<file path="src/sv/sle_pkg.sv">
// shared types and constants of the sequential list engine
`default_nettype none
package sle_pkg;

  localparam int CAPACITY = 256;
  localparam int ADDR_W   = $clog2(CAPACITY);
  localparam int CNT_W    = 9;
  localparam int DATA_W   = 32;

  typedef enum logic [2:0] {
    OP_PUSH_BACK  = 3'd0,
    OP_POP_BACK   = 3'd1,
    OP_PUSH_FRONT = 3'd2,
    OP_POP_FRONT  = 3'd3,
    OP_INSERT     = 3'd4,
    OP_ERASE      = 3'd5,
    OP_FIND       = 3'd6
  } opcode_t;

  typedef enum logic [2:0] {
    STAT_OK        = 3'd0,
    STAT_BADPOS    = 3'd1,
    STAT_FULL      = 3'd2,
    STAT_EMPTY     = 3'd3,
    STAT_NOT_FOUND = 3'd4
  } status_t;

  typedef enum logic [2:0] {
    ST_IDLE,
    ST_SHIFT_UP,
    ST_WRITE_VAL,
    ST_SHIFT_DN,
    ST_FIND
  } state_t;

  typedef struct packed {
    status_t           status;
    logic [CNT_W-1:0]  found;
    logic [CNT_W-1:0]  count;
  } result_t;

  typedef struct packed {
    logic              we;
    logic [ADDR_W-1:0] waddr;
    logic [DATA_W-1:0] wdata;
    logic [ADDR_W-1:0] raddr;
  } ram_req_t;

endpackage
`default_nettype wire

</file>
<file path="src/sv/sle_res_buf.sv">
// two-entry result buffer that drives the result channel
`default_nettype none
module sle_res_buf (
  input  wire logic              clk,
  input  wire logic              rst_n,
  input  wire logic              push,
  input  wire sle_pkg::result_t  res,
  output logic                   space,
  output logic                   out_valid,
  input  wire logic              out_ready,
  output sle_pkg::result_t       out_res
);

  sle_pkg::result_t slot_r [2];
  logic             rd_ptr_r, rd_ptr_nxt;
  logic             wr_ptr_r, wr_ptr_nxt;
  logic [1:0]       fill_r, fill_nxt;
  logic             pop;

  assign out_valid = (fill_r != 2'd0);
  assign space     = (fill_r != 2'd2);
  assign out_res   = slot_r[rd_ptr_r];
  assign pop       = out_valid && out_ready;

  // pointer and fill bookkeeping
  always_comb begin
    rd_ptr_nxt = rd_ptr_r ^ pop;
    wr_ptr_nxt = wr_ptr_r ^ push;
    fill_nxt   = fill_r;
    if (push && !pop) begin
      fill_nxt = fill_r + 2'd1;
    end else if (pop && !push) begin
      fill_nxt = fill_r - 2'd1;
    end
  end

  always_ff @(posedge clk) begin
    if (!rst_n) begin
      rd_ptr_r <= 1'b0;
      wr_ptr_r <= 1'b0;
      fill_r   <= 2'd0;
    end else begin
      rd_ptr_r <= rd_ptr_nxt;
      wr_ptr_r <= wr_ptr_nxt;
      fill_r   <= fill_nxt;
    end
  end

  // result storage
  always_ff @(posedge clk) begin
    if (push) begin
      slot_r[wr_ptr_r] <= res;
    end
  end

endmodule
`default_nettype wire

</file>
<file path="config.mk">
export PLATFORM = sky130hd
export DESIGN_NAME = sle_res_buf
export DESIGN_NICKNAME = d
export VERILOG_FILES = /design/src/sv/sle_pkg.sv /design/src/sv/sle_res_buf.sv
export SDC_FILE = /design/constraint.sdc
export NUM_CORES = 1
export LEC_CHECK = 0
export BUFFER_PORTS_ARGS = -buffer_cell sky130_fd_sc_hd__buf_2
export CORE_AREA = 5 5 69 71
export CTS_BUF_LIST = sky130_fd_sc_hd__clkbuf_4 sky130_fd_sc_hd__clkbuf_8 sky130_fd_sc_hd__clkbuf_16
export CTS_CLUSTER_SIZE = 24
export DETAILED_ROUTE_END_ITERATION = 16
export DIE_AREA = 0 0 74 76
export GPL_TIMING_DRIVEN = 0
export PLACE_DENSITY = 0.68
export SYNTH_ARGS = -nofsm -noshare
export SYNTH_HDL_FRONTEND = slang
export SYNTH_SLANG_ARGS = --single-unit
export TNS_END_PERCENT = 5
</file>
<file path="constraint.sdc">
create_clock -name clk -period 1.4 [get_ports clk]
set_input_delay 0.07 -clock clk [delete_from_list [all_inputs] [get_ports clk]]
set_output_delay 0.07 -clock clk [all_outputs]
set_load 0.02 [all_outputs]
</file>
Yosys cells after proc, flatten, opt, wreduce, memory -nomap -nowiden
Memory sizes are Yosys's and may differ from the RTL's. A register that Yosys moved wholly into a read port is not among the register bits.
Cells that the tools add are included.
{"block": "word_totals", "ram_bits": 42, "input_bits": 25, "elab_cells": 21, "reg_bits": 4, "n_memories": 1}
{"block": "classes", "add_sub_neg": 2, "reduce_logical": 7, "n_eq_ne": 1, "bitwise_logic": 2, "mux": 5}
{"memory": "slot_r", "words": 2, "word_bits": 21, "rd": 1, "rd_ports_with_merged_regs": 1, "write_ports": 1, "line": "sle_res_buf.sv:14", "text": "sle_pkg::result_t slot_r [2];"}
{"cell": "$mux 2", "count": 2}
{"cell": "$reduce_bool 2->1", "count": 2}
{"cell": "$logic_and 1x1->1", "count": 3}
{"cell": "$mux 1", "count": 3}
{"cell": "$add 2x1->2 const B", "count": 1}
{"cell": "$logic_not 1->1", "count": 2}
{"cell": "$ne 2x2->1 const B", "count": 1}
{"cell": "$sub 2x1->2 const B", "count": 1}
{"cell": "$xor 1x1->1", "count": 2}

Depth between registers and ports, before layout
Gate-level depths: netlist of the first run.
{"block": "depth", "ltp_word": 5, "depth_mapped": 5, "mapped_depth_nobuf": 5}

Least setup slack after synthesis of the first run
Ideal clock, no wire load.
{"block": "synth_path", "kind": "flip-flop to flip-flop", "from": "register fill_r[0]", "to": "register fill_r[1]", "required_time_ps": 1330, "setup_time_ps": 70, "path_buffers": 0, "path_stages_with_launch": 5, "setup_slack_ps": 80, "arrival_ps": 1250, "path_cell_list": "dfxtp_1 > o21ai_1 > ha_1 > or3_1 > a21boi_1"}
{"block": "synth_via", "elab_chain_len": 5}
{"element": "start, declared", "line": "sle_res_buf.sv:17", "text": "logic [1:0] fill_r, fill_nxt;"}
{"element": "start signal, assigned", "line": "sle_res_buf.sv:45", "text": "fill_r <= fill_nxt;"}
{"element": "branches (longest 5 deep; another with $sub 2x1->2)"}
Several ways; the timed one is not identified. The select of a mux whose other input is x is not followed.
A chain may end at the register's enable or synchronous reset.

==> impl_results.md, run 1 <==
- CP Launch Type: flop
- Syn-to-layout area delta: 38.0%
- Post-CTS Setup Bufs: 0
- Slowest cell on crit path: dfxtp_4
- Ports: 48
- Total wire length: 3050 um
- Worst Hold Class: primary input to flop
- Final slew viol count: 0
- Diode count: 0
- Worst hold slack: 0.0527 ns
- Min Tclk post-route: 1.36 ns
- Post-Syn Instances: 87
- Post-synth net total: 115
- TritonCTS Buffers: 5
- Largest net degree at the start of global routing: 22
- Synth Cell Area: 1740 um2
- Final setup vio count: 0
- Initial DRC Count: 74
- DRT antenna net count: 0
- Worst-path fanout max: 10
- Overall Power: 3.71 mW
- Max_slew headroom: 0.652
- Final Hold Viols: 0
- Initial Utilization: 0.416
- Utilization after layout: 0.574
- Chip width: 74 um
- Status: completed
- Clock tree buffer depth: 2
- Worst path cell trace: buf_8 > mux2_1 > buf_2
- Num rows: 24
- RSZ-0062 raised after global routing: true
- Clk Latency, worst-skew pair: 0.28 ns
- Vias in the first global route: 1057
- GP Congestion: 0.650
- Initial antenna violation count: 0
- Fin crit share: 0.975
- Reg area: 1370 um2
- # H-tree levels: 2
- GRT overflow: 0
- Syn Area/Cell: 20.0 um2
- Clock Skew: 0.00764 ns
- Max Cap Viol: 0
- TritonCTS clock tree: built
- 1st-pass router iterations: 4
- Worst vdd ir: 1.09 mV
- Clk slew on worst S/H paths: 0.07 ns
- Die area: 5620 um2
- Root Buffer: clkbuf_8
- DR DRC count: 0
- Peak per-stage delay on the critical path: 0.38 ns
- Share of layout cells above drive strength 1: 0.387
- Placeable core area: 4170 um2
- Area of the multi-input gates: 390 um2
- Cell variety after synth: 16
- Pwr Density: 1550 nW/um2
- PortBufs: 47
- TNS Setup: 0 ns
- Post-DR vias/cell: 4.55
- Worst Max-Slew Pin Slew: 0.522 ns
- GRT Total Usage: 0.118
- CP required: 1.33 ns
- Filler cell count: 339
- Sink Count: 47
- Critical Path Sink Type: output pin
- NumNets Final: 190
- Seq/Total Area, Yosys: 0.784
- Number of register bits inferred by synthesis: 47
- Global-route wire length before repair: 4950 um
- Wire per inst: 14.2 um
- Pleak: 0.912 nW
- Vias: 979
- Crit path arrival time: 1.29 ns
- Count of warnings emitted by yosys: 0
- DP Wirelength: 2030 um
- Crit path kind: flop to output pin
- Fmax achieved: 733 MHz
- Die Height: 76 um
cell type report:
cell class | instances | area share
tap | 52 | 0.0271
buffer | 2 | 0.0125
clock buffer | 8 | 0.0381
multi-input combinational | 37 | 0.163
timing repair buffer | 68 | 0.187
inverter | 1 | 0.00157
sequential | 47 | 0.571
cell families after synthesis:
| logic type | after synthesis | share of synthesized area |
|---|---|---|
| simple gates | 7 | 0.0252 |
| flops | 47 | 0.784 |
| buf+inv | 3 | 0.00792 |
| mux | 21 | 0.136 |
| compound gates | 3 | 0.0101 |
| fa+ha+maj | 3 | 0.0216 |
| xor+xnor | 3 | 0.0151 |
path summary, 6_finish.rpt:
| path | from | endpoint | slack [ns] | depth (start not counted) |
|---|---|---|---|---|
| min | rst_n | fill_r[0]$_SDFFE_PN0P_ | 0.05 | 2 |
| max | flop | out_res[12] | 0.04 | 3 |
| min reg2reg | fill_r[1]$_SDFFE_PN0P_ | fill_r[1]$_SDFFE_PN0P_ | 0.55 | 2 |
| max reg2reg | fill_r[0]$_SDFFE_PN0P_ | fill_r[1]$_SDFFE_PN0P_ | 0.07 | 4 |
Yosys cell counts (all sizes together):
library cell  instances  area share
a21boi                1      0.0043
and2                  3       0.011
buf                   2      0.0058
dfxtp                 5       0.058
edfxtp               42        0.73
ha                    3       0.022
inv                   1      0.0022
mux2                 21        0.14
nand2b                1      0.0036
nor2b                 1      0.0036
o21ai                 2      0.0058
or2                   1      0.0036
or3                   1      0.0036
xnor2                 2       0.010
xor2                  1      0.0050
metrics by stage:
step	instances	area, um2	worst slack [ns]
global route	215	2400	-0.0314
CTS	215	2350	-0.0705
floorplan	87	1740	0.0801
global placement	186	2040	-0.129
finish	215	2400	0.0357
detailed placement	186	2040	-0.158
worst max-delay path: cells and delay by family, from the launching register on:
kind     cells  cell delay, ns
flops        1            0.38
mux          1            0.33
buf+inv      2            0.30
power by group:
part | internal, mW | switching, mW
Sequential | 1.69 | 0.0940
Clock | 0.413 | 0.379
Combinational | 0.533 | 0.604
layer usage:
layer	share of wire	global-route usage	up-vias
met5	0	0	-
met4	0.0059	0.0326	0
met3	0.057	0.0435	2
met2	0.59	0.217	21
met1	0.34	0.121	477
li1	-	-	479
cells in the final DEF (no fill, tap or decap), types with 2 or more instances in the layout:
cell type	instances
and2_1	3
buf_2	46
buf_8	2
clkbuf_4	3
clkbuf_8	5
dfxtp_1	3
dfxtp_4	2
dlygate4sd3_1	21
edfxtp_1	42
ha_2	2
mux2_1	21
xnor2_1	2
flip-flops by register name (all words and copies together), names as in the netlist, named ones only:
signal,count
slot_r,42
fill_r,2
rd_ptr_r,1
wr_ptr_r,1
what timing repair did:
item,4_1_cts,5_1_grt
hold buffers,21,0
endpoints found under the hold margin,42,0
endpoints found under the setup margin,63,21
gates resized for setup,6,10
pin swaps,0,1
(Power assumes the default switching activity.)
==> run 2: changes to the inputs <==
Settings changed: CELL_PAD_IN_SITES_DETAIL_PLACEMENT set to 1, CELL_PAD_IN_SITES_GLOBAL_PLACEMENT set to 1, CORE_AREA 5 5 69 71 to 5 5 71 73, DIE_AREA 0 0 74 76 to 0 0 76 78, MAX_ROUTING_LAYER set to met4, PLACE_DENSITY 0.68 to unset, PLACE_DENSITY_LB_ADDON set to 0.1.
==> run 2 against run 1 <==
Compared with the run above:
- non-clock buffer count is 1 higher
- flip-flop and latch count stayed put
- final cell count is 0.47% higher
- via count is 3.9% higher
- largest power group unchanged
- worst setup slack worse by 0.011 ns
- sequential power hardly changed
- highest routed layer unchanged
- combinational power is 4% higher
- register-to-register slack worse by 0.03 ns
==> impl_results.md, run 2 (synthesis gave the netlist of run 1 again) <==
- Worst vdd ir: 0.955 mV
- Top reg by flops: slot_r
- Worst hold slack: 0.0398 ns
- TritonCTS Buffers: 5
- Filler cell count: 433
- Max Cap Viol: 0
- Area of the multi-input gates: 394 um2
- Pleak: 0.926 nW
- Post-DR vias/cell: 4.71
- Share of layout cells above drive strength 1: 0.396
- NumNets Final: 191
- Sink Count: 47
- Pwr Density: 1610 nW/um2
- Fmax achieved: 727 MHz
- Initial Utilization: 0.404
- Vias: 1017
- Ports: 48
- Total wire length: 3360 um
- Max FFs per register: 42
- CP Launch Type: flop
- Fin area: 2420 um2
- Largest net degree at the start of global routing: 22
- Die Height: 78 um
- Clock Skew: 0.00298 ns
- Post-DP Area: 2040 um2
- RSZ-0062 raised after global routing: true
- Vias in the first global route: 1151
- Most frequent cells in the layout: buf_2 (46), edfxtp_1 (42), dlygate4sd3_1 (21), mux2_1 (20), clkbuf_8 (5)
- Clk slew on worst S/H paths: 0.08 ns
- Largest registers: slot_r (42), fill_r (2)
- Status: completed
- Die area: 5930 um2
- GP Congestion: 0.661
- Diode count: 0
- Reg area: 1370 um2
- CP required: 1.33 ns
- Syn-to-layout area delta: 39.6%
- Crit path arrival time: 1.31 ns
- 1st-pass router iterations: 4
- Initial DRC Count: 64
- DRT antenna net count: 0
- GRT overflow: 0
- TNS Setup: 0 ns
- Final Hold Viols: 0
- Fin crit share: 0.982
- # H-tree levels: 2
- Max_slew headroom: 0.637
- Initial antenna violation count: 0
- Final setup vio count: 0
- Root Buffer: clkbuf_8
- Wire per inst: 15.5 um
- DR DRC count: 0
- Clock tree buffer depth: 2
- Final slew viol count: 0
- Placeable core area: 4290 um2
- Worst Hold Class: primary input to flop
- Min Tclk post-route: 1.38 ns
- DP Wirelength: 2280 um
- Critical Path Sink Type: output pin
- Num rows: 24
- PortBufs: 47
- Chip width: 76 um
- TritonCTS clock tree: built
- Worst-path fanout max: 10
- Global-route wire length before repair: 5580 um
- GRT Total Usage: 0.122
- Crit path kind: flop to output pin
- Worst Max-Slew Pin Slew: 0.545 ns
- Clk Latency, worst-skew pair: 0.29 ns
- Commonest non-fill, non-tap cell in the layout: buf_2
[run 2: cell types whose count changed in the layout (fill, tap and decap cells not counted), sizes merged]
| cell | change |
|---|---|
| clkbuf | -3 |
| clkinv | +2 |
| buf | +1 |
| bufinv | +1 |
[run 2: path summary, 6_finish.rpt]
path,start,end,slack (ns),cells past startpoint
worst max register to register,fill_r[0]$_SDFFE_PN0P_,fill_r[1]$_SDFFE_PN0P_,0.04,4
worst min-delay path,rst_n,rd_ptr_r$_SDFF_PN0_,0.04,2
worst min register to register,fill_r[1]$_SDFFE_PN0P_,fill_r[1]$_SDFFE_PN0P_,0.54,2
worst max-delay path,flop,out_res[16],0.02,3
[run 2: area by class of cell]
| class | instances | share of cell area |
|---|---|---|
| timing repair buffer | 69 | 0.188 |
| clock buffer | 5 | 0.0284 |
| inverter | 1 | 0.00155 |
| multi-input combinational | 37 | 0.163 |
| clock inverter | 3 | 0.0160 |
| tap | 52 | 0.0268 |
| sequential | 47 | 0.564 |
| buffer | 2 | 0.0124 |
[run 2: power by group]
| group | internal, mW | total, mW | leakage (nW) | switching, mW |
|---|---|---|---|---|
| Combinational | 0.558 | 1.18 | 0.434 | 0.624 |
| Sequential | 1.68 | 1.78 | 0.437 | 0.0969 |
| Clock | 0.522 | 0.933 | 0.0556 | 0.411 |
[run 2: stage by stage]
step | cells | power [mW] | util | setup WS, ns
4_1_cts | 215 | 3.89 | 0.559 | -0.0128
2_1_floorplan | 87 | 2.46 | - | 0.0801
5_1_grt | 216 | 4.11 | 0.564 | -0.0407
6_report | 216 | 3.89 | 0.564 | 0.0245
3_5_place_dp | 186 | 2.82 | 0.474 | -0.202
3_3_place_gp | 186 | 2.76 | 0.474 | -0.171
[run 2: what timing repair did]
item | in CTS | in global routing
setup endpoints to repair | 63 | 21
pin swaps | 0 | 2
resized for setup | 12 | 5
hold buffers | 21 | 0
cloned | 0 | 0
buffers inserted | 0 | 1
endpoints found under the hold margin | 42 | 0
[run 2: metal layers]
metal,vias up,share of wire,track usage
li1,481,-,-
met1,504,0.40,0.133
met2,28,0.54,0.210
met3,4,0.044,0.0382
met4,0,0.0068,0.0427
met5,-,0,-
[run 2: critical path, cell delays in order (launching register included)]
cell	delay, ns
dfxtp_4	0.38
buf_8	0.15
mux2_1	0.33
buf_2	0.16
