### config.mk
export PLATFORM = sky130hd
export DESIGN_NAME = sle_ctrl
export DESIGN_NICKNAME = d
export VERILOG_FILES = /design/src/sv/sle_pkg.sv /design/src/sv/sle_ctrl.sv
export SDC_FILE = /design/constraint.sdc
export NUM_CORES = 1
export LEC_CHECK = 0
export BUFFER_PORTS_ARGS = -buffer_cell sky130_fd_sc_hd__buf_2
export CAP_MARGIN = 10
export CORE_MARGIN = 3
export CORE_UTILIZATION = 28
export DETAILED_ROUTE_END_ITERATION = 6
export GPL_ROUTABILITY_DRIVEN = 0
export PLACE_DENSITY = 0.52
export RECOVER_POWER = 100
export SLEW_MARGIN = 20
export SYNTH_ARGS = -nofsm -noshare
export SYNTH_HDL_FRONTEND = slang
export SYNTH_SLANG_ARGS = --single-unit
### constraint.sdc
create_clock -name clk -period 4.7 [get_ports clk]
set_clock_uncertainty 0.1 [all_clocks]
set_input_delay 0.235 -clock clk [delete_from_list [all_inputs] [get_ports clk]]
set_output_delay 0.235 -clock clk [all_outputs]
set_load 0.1 [all_outputs]
### src/sv/sle_pkg.sv
// shared types and constants of the sequential list engine
`default_nettype none
package sle_pkg;

  localparam int CAPACITY = 256;
  localparam int ADDR_W   = $clog2(CAPACITY);
  localparam int CNT_W    = 9;
  localparam int DATA_W   = 32;

  typedef enum logic [2:0] {
    OP_PUSH_BACK  = 3'd0,
    OP_POP_BACK   = 3'd1,
    OP_PUSH_FRONT = 3'd2,
    OP_POP_FRONT  = 3'd3,
    OP_INSERT     = 3'd4,
    OP_ERASE      = 3'd5,
    OP_FIND       = 3'd6
  } opcode_t;

  typedef enum logic [2:0] {
    STAT_OK        = 3'd0,
    STAT_BADPOS    = 3'd1,
    STAT_FULL      = 3'd2,
    STAT_EMPTY     = 3'd3,
    STAT_NOT_FOUND = 3'd4
  } status_t;

  typedef enum logic [2:0] {
    ST_IDLE,
    ST_SHIFT_UP,
    ST_WRITE_VAL,
    ST_SHIFT_DN,
    ST_FIND
  } state_t;

  typedef struct packed {
    status_t           status;
    logic [CNT_W-1:0]  found;
    logic [CNT_W-1:0]  count;
  } result_t;

  typedef struct packed {
    logic              we;
    logic [ADDR_W-1:0] waddr;
    logic [DATA_W-1:0] wdata;
    logic [ADDR_W-1:0] raddr;
  } ram_req_t;

endpackage
`default_nettype wire

### src/sv/sle_ctrl.sv
// command sequencer: decodes requests and walks the entry ram
`default_nettype none
module sle_ctrl (
  input  wire logic                         clk,
  input  wire logic                         rst_n,
  input  wire logic                         in_valid,
  output logic                              in_ready,
  input  wire logic [2:0]                   in_opcode,
  input  wire logic [sle_pkg::CNT_W-1:0]    in_position,
  input  wire logic [sle_pkg::DATA_W-1:0]   in_value,
  output sle_pkg::ram_req_t                 ram_req,
  input  wire logic [sle_pkg::DATA_W-1:0]   ram_rdata,
  input  wire logic                         res_space,
  output logic                              res_push,
  output sle_pkg::result_t                  res
);

  localparam int AW = sle_pkg::ADDR_W;
  localparam int CW = sle_pkg::CNT_W;

  sle_pkg::state_t          state_r, state_nxt;
  logic [CW-1:0]            count_r, count_nxt;
  logic [AW-1:0]            ptr_r, ptr_nxt;
  logic [AW-1:0]            idx_r, idx_nxt;
  logic [sle_pkg::DATA_W-1:0] val_r, val_nxt;

  logic          accept;
  logic          full, empty, pos_ok;
  logic [CW-1:0] pos_m1;
  logic [AW-1:0] pos_idx;
  logic [AW-1:0] last_idx;
  logic [CW-1:0] ptr_inc;

  assign in_ready = (state_r == sle_pkg::ST_IDLE) && res_space;
  assign accept   = in_valid && in_ready;

  assign full     = (count_r == CW'(sle_pkg::CAPACITY));
  assign empty    = (count_r == '0);
  assign pos_ok   = (in_position != '0) && (in_position <= count_r);
  assign pos_m1   = in_position - CW'(1);
  assign pos_idx  = pos_m1[AW-1:0];
  assign last_idx = AW'(count_r - CW'(1));
  assign ptr_inc  = {1'b0, ptr_r} + CW'(1);

  // next state, ram accesses and result
  always_comb begin
    state_nxt     = state_r;
    count_nxt     = count_r;
    ptr_nxt       = ptr_r;
    idx_nxt       = idx_r;
    val_nxt       = val_r;
    ram_req.we    = 1'b0;
    ram_req.waddr = AW'({1'b0, ptr_r} + CW'(1));
    ram_req.wdata = ram_rdata;
    ram_req.raddr = '0;
    res_push      = 1'b0;
    res.status    = sle_pkg::STAT_OK;
    res.found     = '0;
    res.count     = count_r;

    case (state_r)
      sle_pkg::ST_IDLE: begin
        if (accept) begin
          val_nxt = in_value;
          case (sle_pkg::opcode_t'(in_opcode))
            sle_pkg::OP_PUSH_BACK: begin
              res_push = 1'b1;
              if (full) begin
                res.status = sle_pkg::STAT_FULL;
              end else begin
                ram_req.we    = 1'b1;
                ram_req.waddr = AW'(count_r);
                ram_req.wdata = in_value;
                count_nxt     = count_r + CW'(1);
                res.count     = count_nxt;
              end
            end
            sle_pkg::OP_POP_BACK: begin
              res_push = 1'b1;
              if (empty) begin
                res.status = sle_pkg::STAT_EMPTY;
              end else begin
                count_nxt = count_r - CW'(1);
                res.count = count_nxt;
              end
            end
            sle_pkg::OP_PUSH_FRONT, sle_pkg::OP_INSERT: begin
              if (full) begin
                res_push   = 1'b1;
                res.status = sle_pkg::STAT_FULL;
              end else if (in_opcode == sle_pkg::OP_INSERT && !pos_ok) begin
                res_push   = 1'b1;
                res.status = sle_pkg::STAT_BADPOS;
              end else if (empty) begin
                // push front on an empty list: store directly
                res_push      = 1'b1;
                ram_req.we    = 1'b1;
                ram_req.waddr = '0;
                ram_req.wdata = in_value;
                count_nxt     = count_r + CW'(1);
                res.count     = count_nxt;
              end else begin
                // open a slot: move entries up from the last one
                idx_nxt       = (in_opcode == sle_pkg::OP_INSERT) ? pos_idx : '0;
                ptr_nxt       = last_idx;
                ram_req.raddr = last_idx;
                count_nxt     = count_r + CW'(1);
                state_nxt     = sle_pkg::ST_SHIFT_UP;
              end
            end
            sle_pkg::OP_POP_FRONT, sle_pkg::OP_ERASE: begin
              if (in_opcode == sle_pkg::OP_POP_FRONT && empty) begin
                res_push   = 1'b1;
                res.status = sle_pkg::STAT_EMPTY;
              end else if (in_opcode == sle_pkg::OP_ERASE && !pos_ok) begin
                res_push   = 1'b1;
                res.status = sle_pkg::STAT_BADPOS;
              end else begin
                count_nxt = count_r - CW'(1);
                idx_nxt   = (in_opcode == sle_pkg::OP_ERASE) ? pos_idx : '0;
                if ({1'b0, idx_nxt} < count_nxt) begin
                  // close the gap: move later entries down
                  ptr_nxt       = idx_nxt + AW'(1);
                  ram_req.raddr = ptr_nxt;
                  state_nxt     = sle_pkg::ST_SHIFT_DN;
                end else begin
                  res_push  = 1'b1;
                  res.count = count_nxt;
                end
              end
            end
            sle_pkg::OP_FIND: begin
              if (empty) begin
                res_push   = 1'b1;
                res.status = sle_pkg::STAT_NOT_FOUND;
              end else begin
                ptr_nxt       = '0;
                ram_req.raddr = '0;
                state_nxt     = sle_pkg::ST_FIND;
              end
            end
            default: begin
              res_push = 1'b1;
            end
          endcase
        end
      end

      // rdata holds entry ptr; it moves to ptr+1
      sle_pkg::ST_SHIFT_UP: begin
        ram_req.we = 1'b1;
        if (ptr_r > idx_r) begin
          ptr_nxt       = ptr_r - AW'(1);
          ram_req.raddr = ptr_nxt;
        end else begin
          state_nxt = sle_pkg::ST_WRITE_VAL;
        end
      end

      // store the new value in the opened slot
      sle_pkg::ST_WRITE_VAL: begin
        ram_req.we    = 1'b1;
        ram_req.waddr = idx_r;
        ram_req.wdata = val_r;
        res_push      = 1'b1;
        state_nxt     = sle_pkg::ST_IDLE;
      end

      // rdata holds entry ptr; it moves to ptr-1
      sle_pkg::ST_SHIFT_DN: begin
        ram_req.we    = 1'b1;
        ram_req.waddr = ptr_r - AW'(1);
        if ({1'b0, ptr_r} < count_r) begin
          ptr_nxt       = ptr_r + AW'(1);
          ram_req.raddr = ptr_nxt;
        end else begin
          res_push  = 1'b1;
          state_nxt = sle_pkg::ST_IDLE;
        end
      end

      // compare one entry per cycle against the key
      sle_pkg::ST_FIND: begin
        if (ram_rdata == val_r) begin
          res_push  = 1'b1;
          res.found = ptr_inc;
          state_nxt = sle_pkg::ST_IDLE;
        end else if (ptr_inc < count_r) begin
          ptr_nxt       = ptr_r + AW'(1);
          ram_req.raddr = ptr_nxt;
        end else begin
          res_push   = 1'b1;
          res.status = sle_pkg::STAT_NOT_FOUND;
          state_nxt  = sle_pkg::ST_IDLE;
        end
      end

      default: begin
        state_nxt = sle_pkg::ST_IDLE;
      end
    endcase
  end

  // control state
  always_ff @(posedge clk) begin
    if (!rst_n) begin
      state_r <= sle_pkg::ST_IDLE;
      count_r <= '0;
    end else begin
      state_r <= state_nxt;
      count_r <= count_nxt;
    end
  end

  // walk pointers and request data
  always_ff @(posedge clk) begin
    ptr_r <= ptr_nxt;
    idx_r <= idx_nxt;
    val_r <= val_nxt;
  end

endmodule
`default_nettype wire

; ---- Word level (Yosys, flattened, before mapping)
; Cells that the tools add are included.
[op_classes]
addsub = 7
magnitude_cmp = 5
eq_ne = 33
muxes = 97
reduce_logical = 22
[ops]
columns = op, count
row1 = 8-bit two-way mux, 27
row2 = 49-bit two-way mux, 3
row3 = 9-bit two-way mux, 16
row4 = 41-bit two-way mux, 2
row5 = 41-bit one-hot mux with 2 select lines, 1
row6 = 9-bit one-hot mux with 4 select lines, 2
row7 = 32-bit one-hot mux with 2 select lines, 1
row8 = 8-bit one-hot mux with 4 select lines, 2
row9 = 3-bit two-way mux, 16
row10 = 8-bit one-hot mux with 3 select lines, 2
row11 = 32-bit == test, 1
row12 = 8-bit one-hot mux with 2 select lines, 2
row13 = 2-bit inequality test (second input constant), 12
row14 = 3-bit inequality test (second input constant), 8
row15 = 8-bit by 9-bit < comparator with 1-bit output, 2
row16 = 8-bit by 1-bit adder with 8-bit output (second input constant), 2
row17 = 8-bit by 1-bit subtractor with 8-bit output (second input constant), 2
row18 = 3-bit one-hot mux with 5 select lines, 1
row19 = 14-bit AND reduction, 1
row20 = 3-bit by 2-bit == test with 1-bit output (second input constant), 4
row21 = 3-bit == test (second input constant), 4
row22 = 1-bit two-way mux, 12
row23 = 3-bit one-hot mux with 4 select lines, 1
row24 = 12-bit AND reduction, 1
row25 = 27 further kinds, 39
[word_totals]
ff_bits = 60
in_bits = 80
out_inout_bits = 72
wordCells = 169

; ---- Longest topological paths before layout
; Gate-level depths: netlist (run 1).
[depth]
word_depth = 9
mapped_depth = 16

; ---- Least setup slack after synthesis (run 1)
; No wires, ideal clock.
[synth_path]
path_type = register -> output
startpoint = register count_r[1]
endpoint = output res[8] (netlist name)
t_arrival_ps = 5125
required_time_ps = 4365
path_slack_ps = -760
path_stages_with_launch = 17
path_cell_list = dfxtp_1 > inv_1 > ha_1 > buf_2 > nand2b_1 > nor2_1 > xnor2_1 > ha_1 > a21oi_1 > o21ai_0 > a211o_1 > maj3_2 > a31o_1 > buf_6 > o21ai_0 > a211oi_1 > o21ai_0
[synth_lines]
columns = item, line
row1 = start: declaration, sle_ctrl.sv:22  ; logic [CW-1:0] count_r, count_nxt;
row2 = start signal: assignment, sle_ctrl.sv:211  ; count_r <= count_nxt;
row3 = end: declaration, sle_ctrl.sv:15  ; output sle_pkg::result_t res

; ---- Worst setup path after layout (run 1)
[layout_path]
startpoint = register count_r[0]
endpoint = output res_push
[layout_via]
elab_chain_len = 9
[layout_lines]
columns = item, line
row1 = branches (longest 8 deep; another with 9-bit by 1-bit subtractor with 9-bit output), --
row2 = 1-bit one-hot mux with 4 select lines (*), sle_ctrl.sv:61  ; case (state_r)
row3 = end: declaration, sle_ctrl.sv:14  ; output logic res_push,
; Every way passes the cells marked *.

==> metrics.txt, run 1 <==
Worst Tran Pin Value 2.111 ns; DRC violations left 0; initial core utilization 28.81%; clock tree sinks 60; outcome complete, but fails checks; fmax 0.2208 GHz; Synth Instances 885; Tightest Hold Check Type in2reg; post-layout min period 4.530 ns; Global Route Usage Sum 21.59%; Fillers 2577; largest net degree at the start of global routing 52; PwrDens 478.1 nW/µm²; synth cell count leaders nor2_1, nand2_1, o21ai_0; row count 56; critical path arrival 4.19 ns; wire per inst 21.09 µm; I/O Buffers 151; VDD IR max 0.3575 mV; post-DR vias/cell 5.743; die span in x 162.1 µm; # setup viols final 0; first-pass GRT wire length 44370 µm; core region area 23680 µm²; vias in the first global route 7452; dominant cells by area after synthesis edfxtp_1, ha_1, xnor2_1; Async S/R FF share, synth 0%; number of I/O pins 152; initial antenna violation count 0; DP Area 8260 µm²; synthesis-to-finish area growth 27.21%; Yosys warning count 0; syn_nets 1010; unrepaired setup endpoints after global routing no; most frequent cell after synthesis nor2_1; sequential cell area fraction in the yosys report 24.64%; dominant cell type by area after synthesis edfxtp_1; Longest Clk Path Bufs 2; syn avg cell area 7.711 µm²; CTS clk-pin slew, worst paths 0.06 ns; HPWL after DPL 22120 µm; post-route cell area 8681 µm²; Max Cap Viol 1; fraction of layout cells with a size suffix above 1 17.98%; CP max FO 11; Leak 3.431 nW; fin. max-slew vios 36; vias 7966; post-synth top area share 21.12%; crit share post-route 96.38%; critical path type reg2out; Post-synth EDFFs 48; post-synth cell types 77; drt initial violations 790; clock insertion delay at the later pin of the skew report 0.35 ns; Final Hold Viols 0; Synth Register Bits 60; TritonCTS buffer count 9; worst path required time 4.37 ns; Inserted Diodes 0; fin nets 1188; Worst setup EP type primary output; failing checks capacitance limit, slew limit; Overflow after GRT 0; First-pass DRT Iterations 7; Max H-tree Level 3; post-synthesis cell area 6824 µm²; Die ar. 26280 µm²; post-route ant nets 0; slew margin rel. -40.73%; hold slack 0.1297 ns; CTS tree built; top_reg_cell synth edfxtp_1; Root Buffer clkbuf_16; total routed wirelength 29260 µm; die height 162.1 µm; CP startpoint kind flop
-- layout by cell type (no fill, tap or decap), types with 32 or more instances in the layout --
cell type	instances
clkbuf_1	44
dlygate4sd3_1	32
clkbuf_2	51
inv_1	58
nand2_1	79
o21ai_0	72
edfxtp_1	48
xnor2_1	52
a21oi_1	65
ha_1	44
nor2_1	83
buf_2	48
buf_4	38
-- cells by family (layout without fill, tap and decap cells) --
kind of cell	Yosys count	count (layout)	synth area share, %
buffers and inverters	118	301	6.802
AOI/OAI and AO/OA	298	298	30.11
xor gates and xnor gates	68	68	8.838
and+or+nand+nor	292	292	20.74
adders and majority gates	46	46	8.416
muxes	3	3	0.4584
DFF	60	60	24.64
-- sequential cells by signal, summed over array words and instances (netlist names) --
name,count
count_r,9
state_r,3
ptr_r,8
idx_r,8
val_r,32
-- per-layer routing --
| layer | track usage [%] | vias up | routed length, µm |
|---|---|---|---|
| li1 | - | 3701 | - |
| met1 | 30.51 | 3806 | 12870 |
| met2 | 33.80 | 397 | 13370 |
| met3 | 2.856 | 62 | 2091 |
| met4 | 7.677 | 0 | 922 |
| met5 | 0 | - | 0 |
-- repair_timing --
action,CTS,global route
hold buffers,32,0
setup endpoints to repair,0,16
endpoints found under the hold margin,32,0
resized for setup,0,6
setup buffers,0,0
-- layout make-up --
class,count,area [µm²],share of cell area (%)
well taps,319,399.1,4.598
clock inverters,7,52.55,0.6054
repair buffers,224,1386,15.97
flip-flops and latches,60,1687,19.43
inverters,61,229.0,2.638
clock buffers,9,225.2,2.594
multi-input cells,707,4702,54.17
-- metrics by stage --
step | power [W] | util [%] | setup TNS [ns] | instances | worst slack, ns
global route | 0.004345 | 36.65 | 0 | 1387 | 0.01827
finish | 0.004151 | 36.65 | 0 | 1387 | 0.1701
detailed placement | 0.003539 | 34.88 | 0 | 1339 | 0.3455
CTS | 0.004218 | 37.40 | 0 | 1387 | 0.05285
global placement | 0.003544 | 34.88 | 0 | 1339 | 0.4437
floorplan | 0.002761 | - | -0.3749 | 885 | -0.09372
-- critical path: stages, from the launching register on --
cell and delay (ns):
dfxtp_1 0.32, inv_2 0.16, ha_2 0.33, xor2_1 0.27, inv_1 0.10, ha_1 0.32, and3_1 0.17, o2111a_1 0.13
a211o_1 0.28, maj3_2 0.31, a31o_1 0.37, o21ai_1 0.19, a31oi_1 0.12, or3b_1 0.36, clkbuf_2 0.40
-- where the power goes --
group	internal (W)	leakage [nW]	switching (W)
registers	0.000662	0.546	0.0000805
logic	0.000694	2.75	0.00207
clock network	0.000359	0.136	0.000282
-- final timing paths --
kind | depth (start not counted) | endpoint | slack, ns | start
setup / recovery | 14 | res_push | 0.17 | count_r[0]
hold / removal | 3 | state_r[1] | 0.13 | rst_n
setup reg to reg | 12 | ptr_r[3] | 0.32 | count_r[0]
hold reg to reg | 2 | count_r[0] | 0.55 | count_r[0]
Power figures use the tool's default switching activity.
==> inputs of run 2 (changes only) <==
Settings changed: BUFFER_PORTS_ARGS -buffer_cell sky130_fd_sc_hd__buf_2 to -buffer_cell sky130_fd_sc_hd__buf_4, TNS_END_PERCENT from default to 1.
Clock period 4.7 ns to 5.59 ns, I/O delays scaled along.
==> metrics.txt, run 2 (synthesis results as in run 1) <==
TritonCTS buffer count 9; number of I/O pins 152; Worst Tran Pin Value 2.158 ns; post-route cell area 8358 µm²; die height 162.1 µm; final cell count without fillers 1340; initial antenna violation count 0; Leak 3.274 nW; DRC violations left 1; fraction of layout cells with a size suffix above 1 16.27%; vias 7795; # setup viols final 0; Power Total 0.003493 W; outcome complete, but fails checks; hold slack 0.04001 ns; CP startpoint kind flop; Tightest Hold Check Type in2reg; CTS clk-pin slew, worst paths 0.06 ns; Longest Clk Path Bufs 2; largest net degree at the start of global routing 52; Max H-tree Level 3; Overflow after GRT 0; WHS Path Cells 1; initial core utilization 28.81%; clock tree sinks 60; first-pass GRT wire length 44670 µm; Global Route Usage Sum 21.93%; post-layout min period 5.184 ns; Largest regs val_r (32), count_r (9); crit share post-route 92.74%; Die ar. 26280 µm²; Final Hold Viols 0; total routed wirelength 29850 µm; most frequent cells in the layout buf_4, nor2_1, nand2_1, o21ai_0, a21oi_1; CTS tree built; fin nets 1140; Worst setup EP type primary output; die span in x 162.1 µm; vias in the first global route 7337; VDD IR max 0.4369 mV; post_cts resized 0; post-DR vias/cell 5.817; fin. max-slew vios 36; max reg flops 32; R2R depth 13; row count 56; critical path type reg2out; worst path required time 5.21 ns; synthesis-to-finish area growth 22.48%; HPWL after DPL 22730 µm; setup TNS 0 ns; core region area 23680 µm²; fmax 0.1929 GHz; PwrDens 418.0 nW/µm²; unrepaired setup endpoints after global routing no; drt initial violations 1068; critical path arrival 4.80 ns; commonest non-fill, non-tap cell in the layout buf_4; slew margin rel. -43.85%; CP max FO 11; I/O Buffers 151; wire per inst 22.28 µm; placed insts 1321; clock insertion delay at the later pin of the skew report 0.35 ns; post-route ant nets 0; Max Cap Viol 1; Root Buffer clkbuf_16; failing checks DRC, capacitance limit, slew limit; Biggest register val_r; First-pass DRT Iterations 7; DP Area 8303 µm²
[run 2: cell count changes in the layout (fill, tap and decap cells not counted), sizes merged]
cell	before	now
dlygate4sd3	32	2
clkbuf	112	96
buf	89	87
bufinv	0	1
clkinv	6	5
clkinvlp	1	0
diode	0	1
inv	61	62
[run 2: power by group]
group          switching, W  internal, W  leakage [nW]
Sequential         0.000103     0.000557         0.545
Combinational       0.00170     0.000541          2.58
Clock              0.000241     0.000348         0.150
[run 2: cell type report]
class                   instances  area [µm²]
repair buffers                176        1102
inverters                      61       229.0
multi-input cells             707        4642
flip-flops and latches         60        1683
diodes                          1       2.502
fillers                      2609       15320
well taps                     319       399.1
clock inverters                 7       75.07
clock buffers                   9       225.2
[run 2: repair_timing]
item,CTS,global route
setup buffers,0,0
hold buffers,0,2
endpoints found under the hold margin,0,2
[run 2: worst paths after layout]
path / end / startpoint / slack [ns]
worst min register to register: count_r[7] / count_r[7] / 0.57
worst min-delay path: val_r[24] / in_value[24] / 0.04
worst max register to register: ptr_r[5] / count_r[1] / 0.84
worst max-delay path: ram_req[3] / count_r[1] / 0.41
[run 2: critical path, cell delays in order, from the launching register on]
cell,delay [ns]
dfxtp_1,0.50
inv_1,0.26
ha_1,0.38
nand2b_1,0.15
nor2_1,0.06
xnor2_1,0.26
ha_1,0.31
a21oi_1,0.15
o21ai_0,0.10
a211o_1,0.30
maj3_1,0.36
a31o_1,0.38
nor3_2,0.22
nand2_1,0.18
o221ai_1,0.31
clkbuf_2,0.52
[run 2: routing by layer]
layer	track usage [%]	wire (µm)	up-vias
met5	0	0	-
met1	30.47	12860	3720
met4	6.320	711	0
met3	4.183	2563	45
li1	-	-	3602
met2	34.70	13720	428
[run 2: metrics by stage]
step	setup WS, ns	util (%)
6_report	0.4057	35.29
3_5_place_dp	1.080	35.06
2_1_floorplan	0.08576	-
3_3_place_gp	1.113	35.04
4_1_cts	0.6921	36.33
5_1_grt	0.2103	35.28
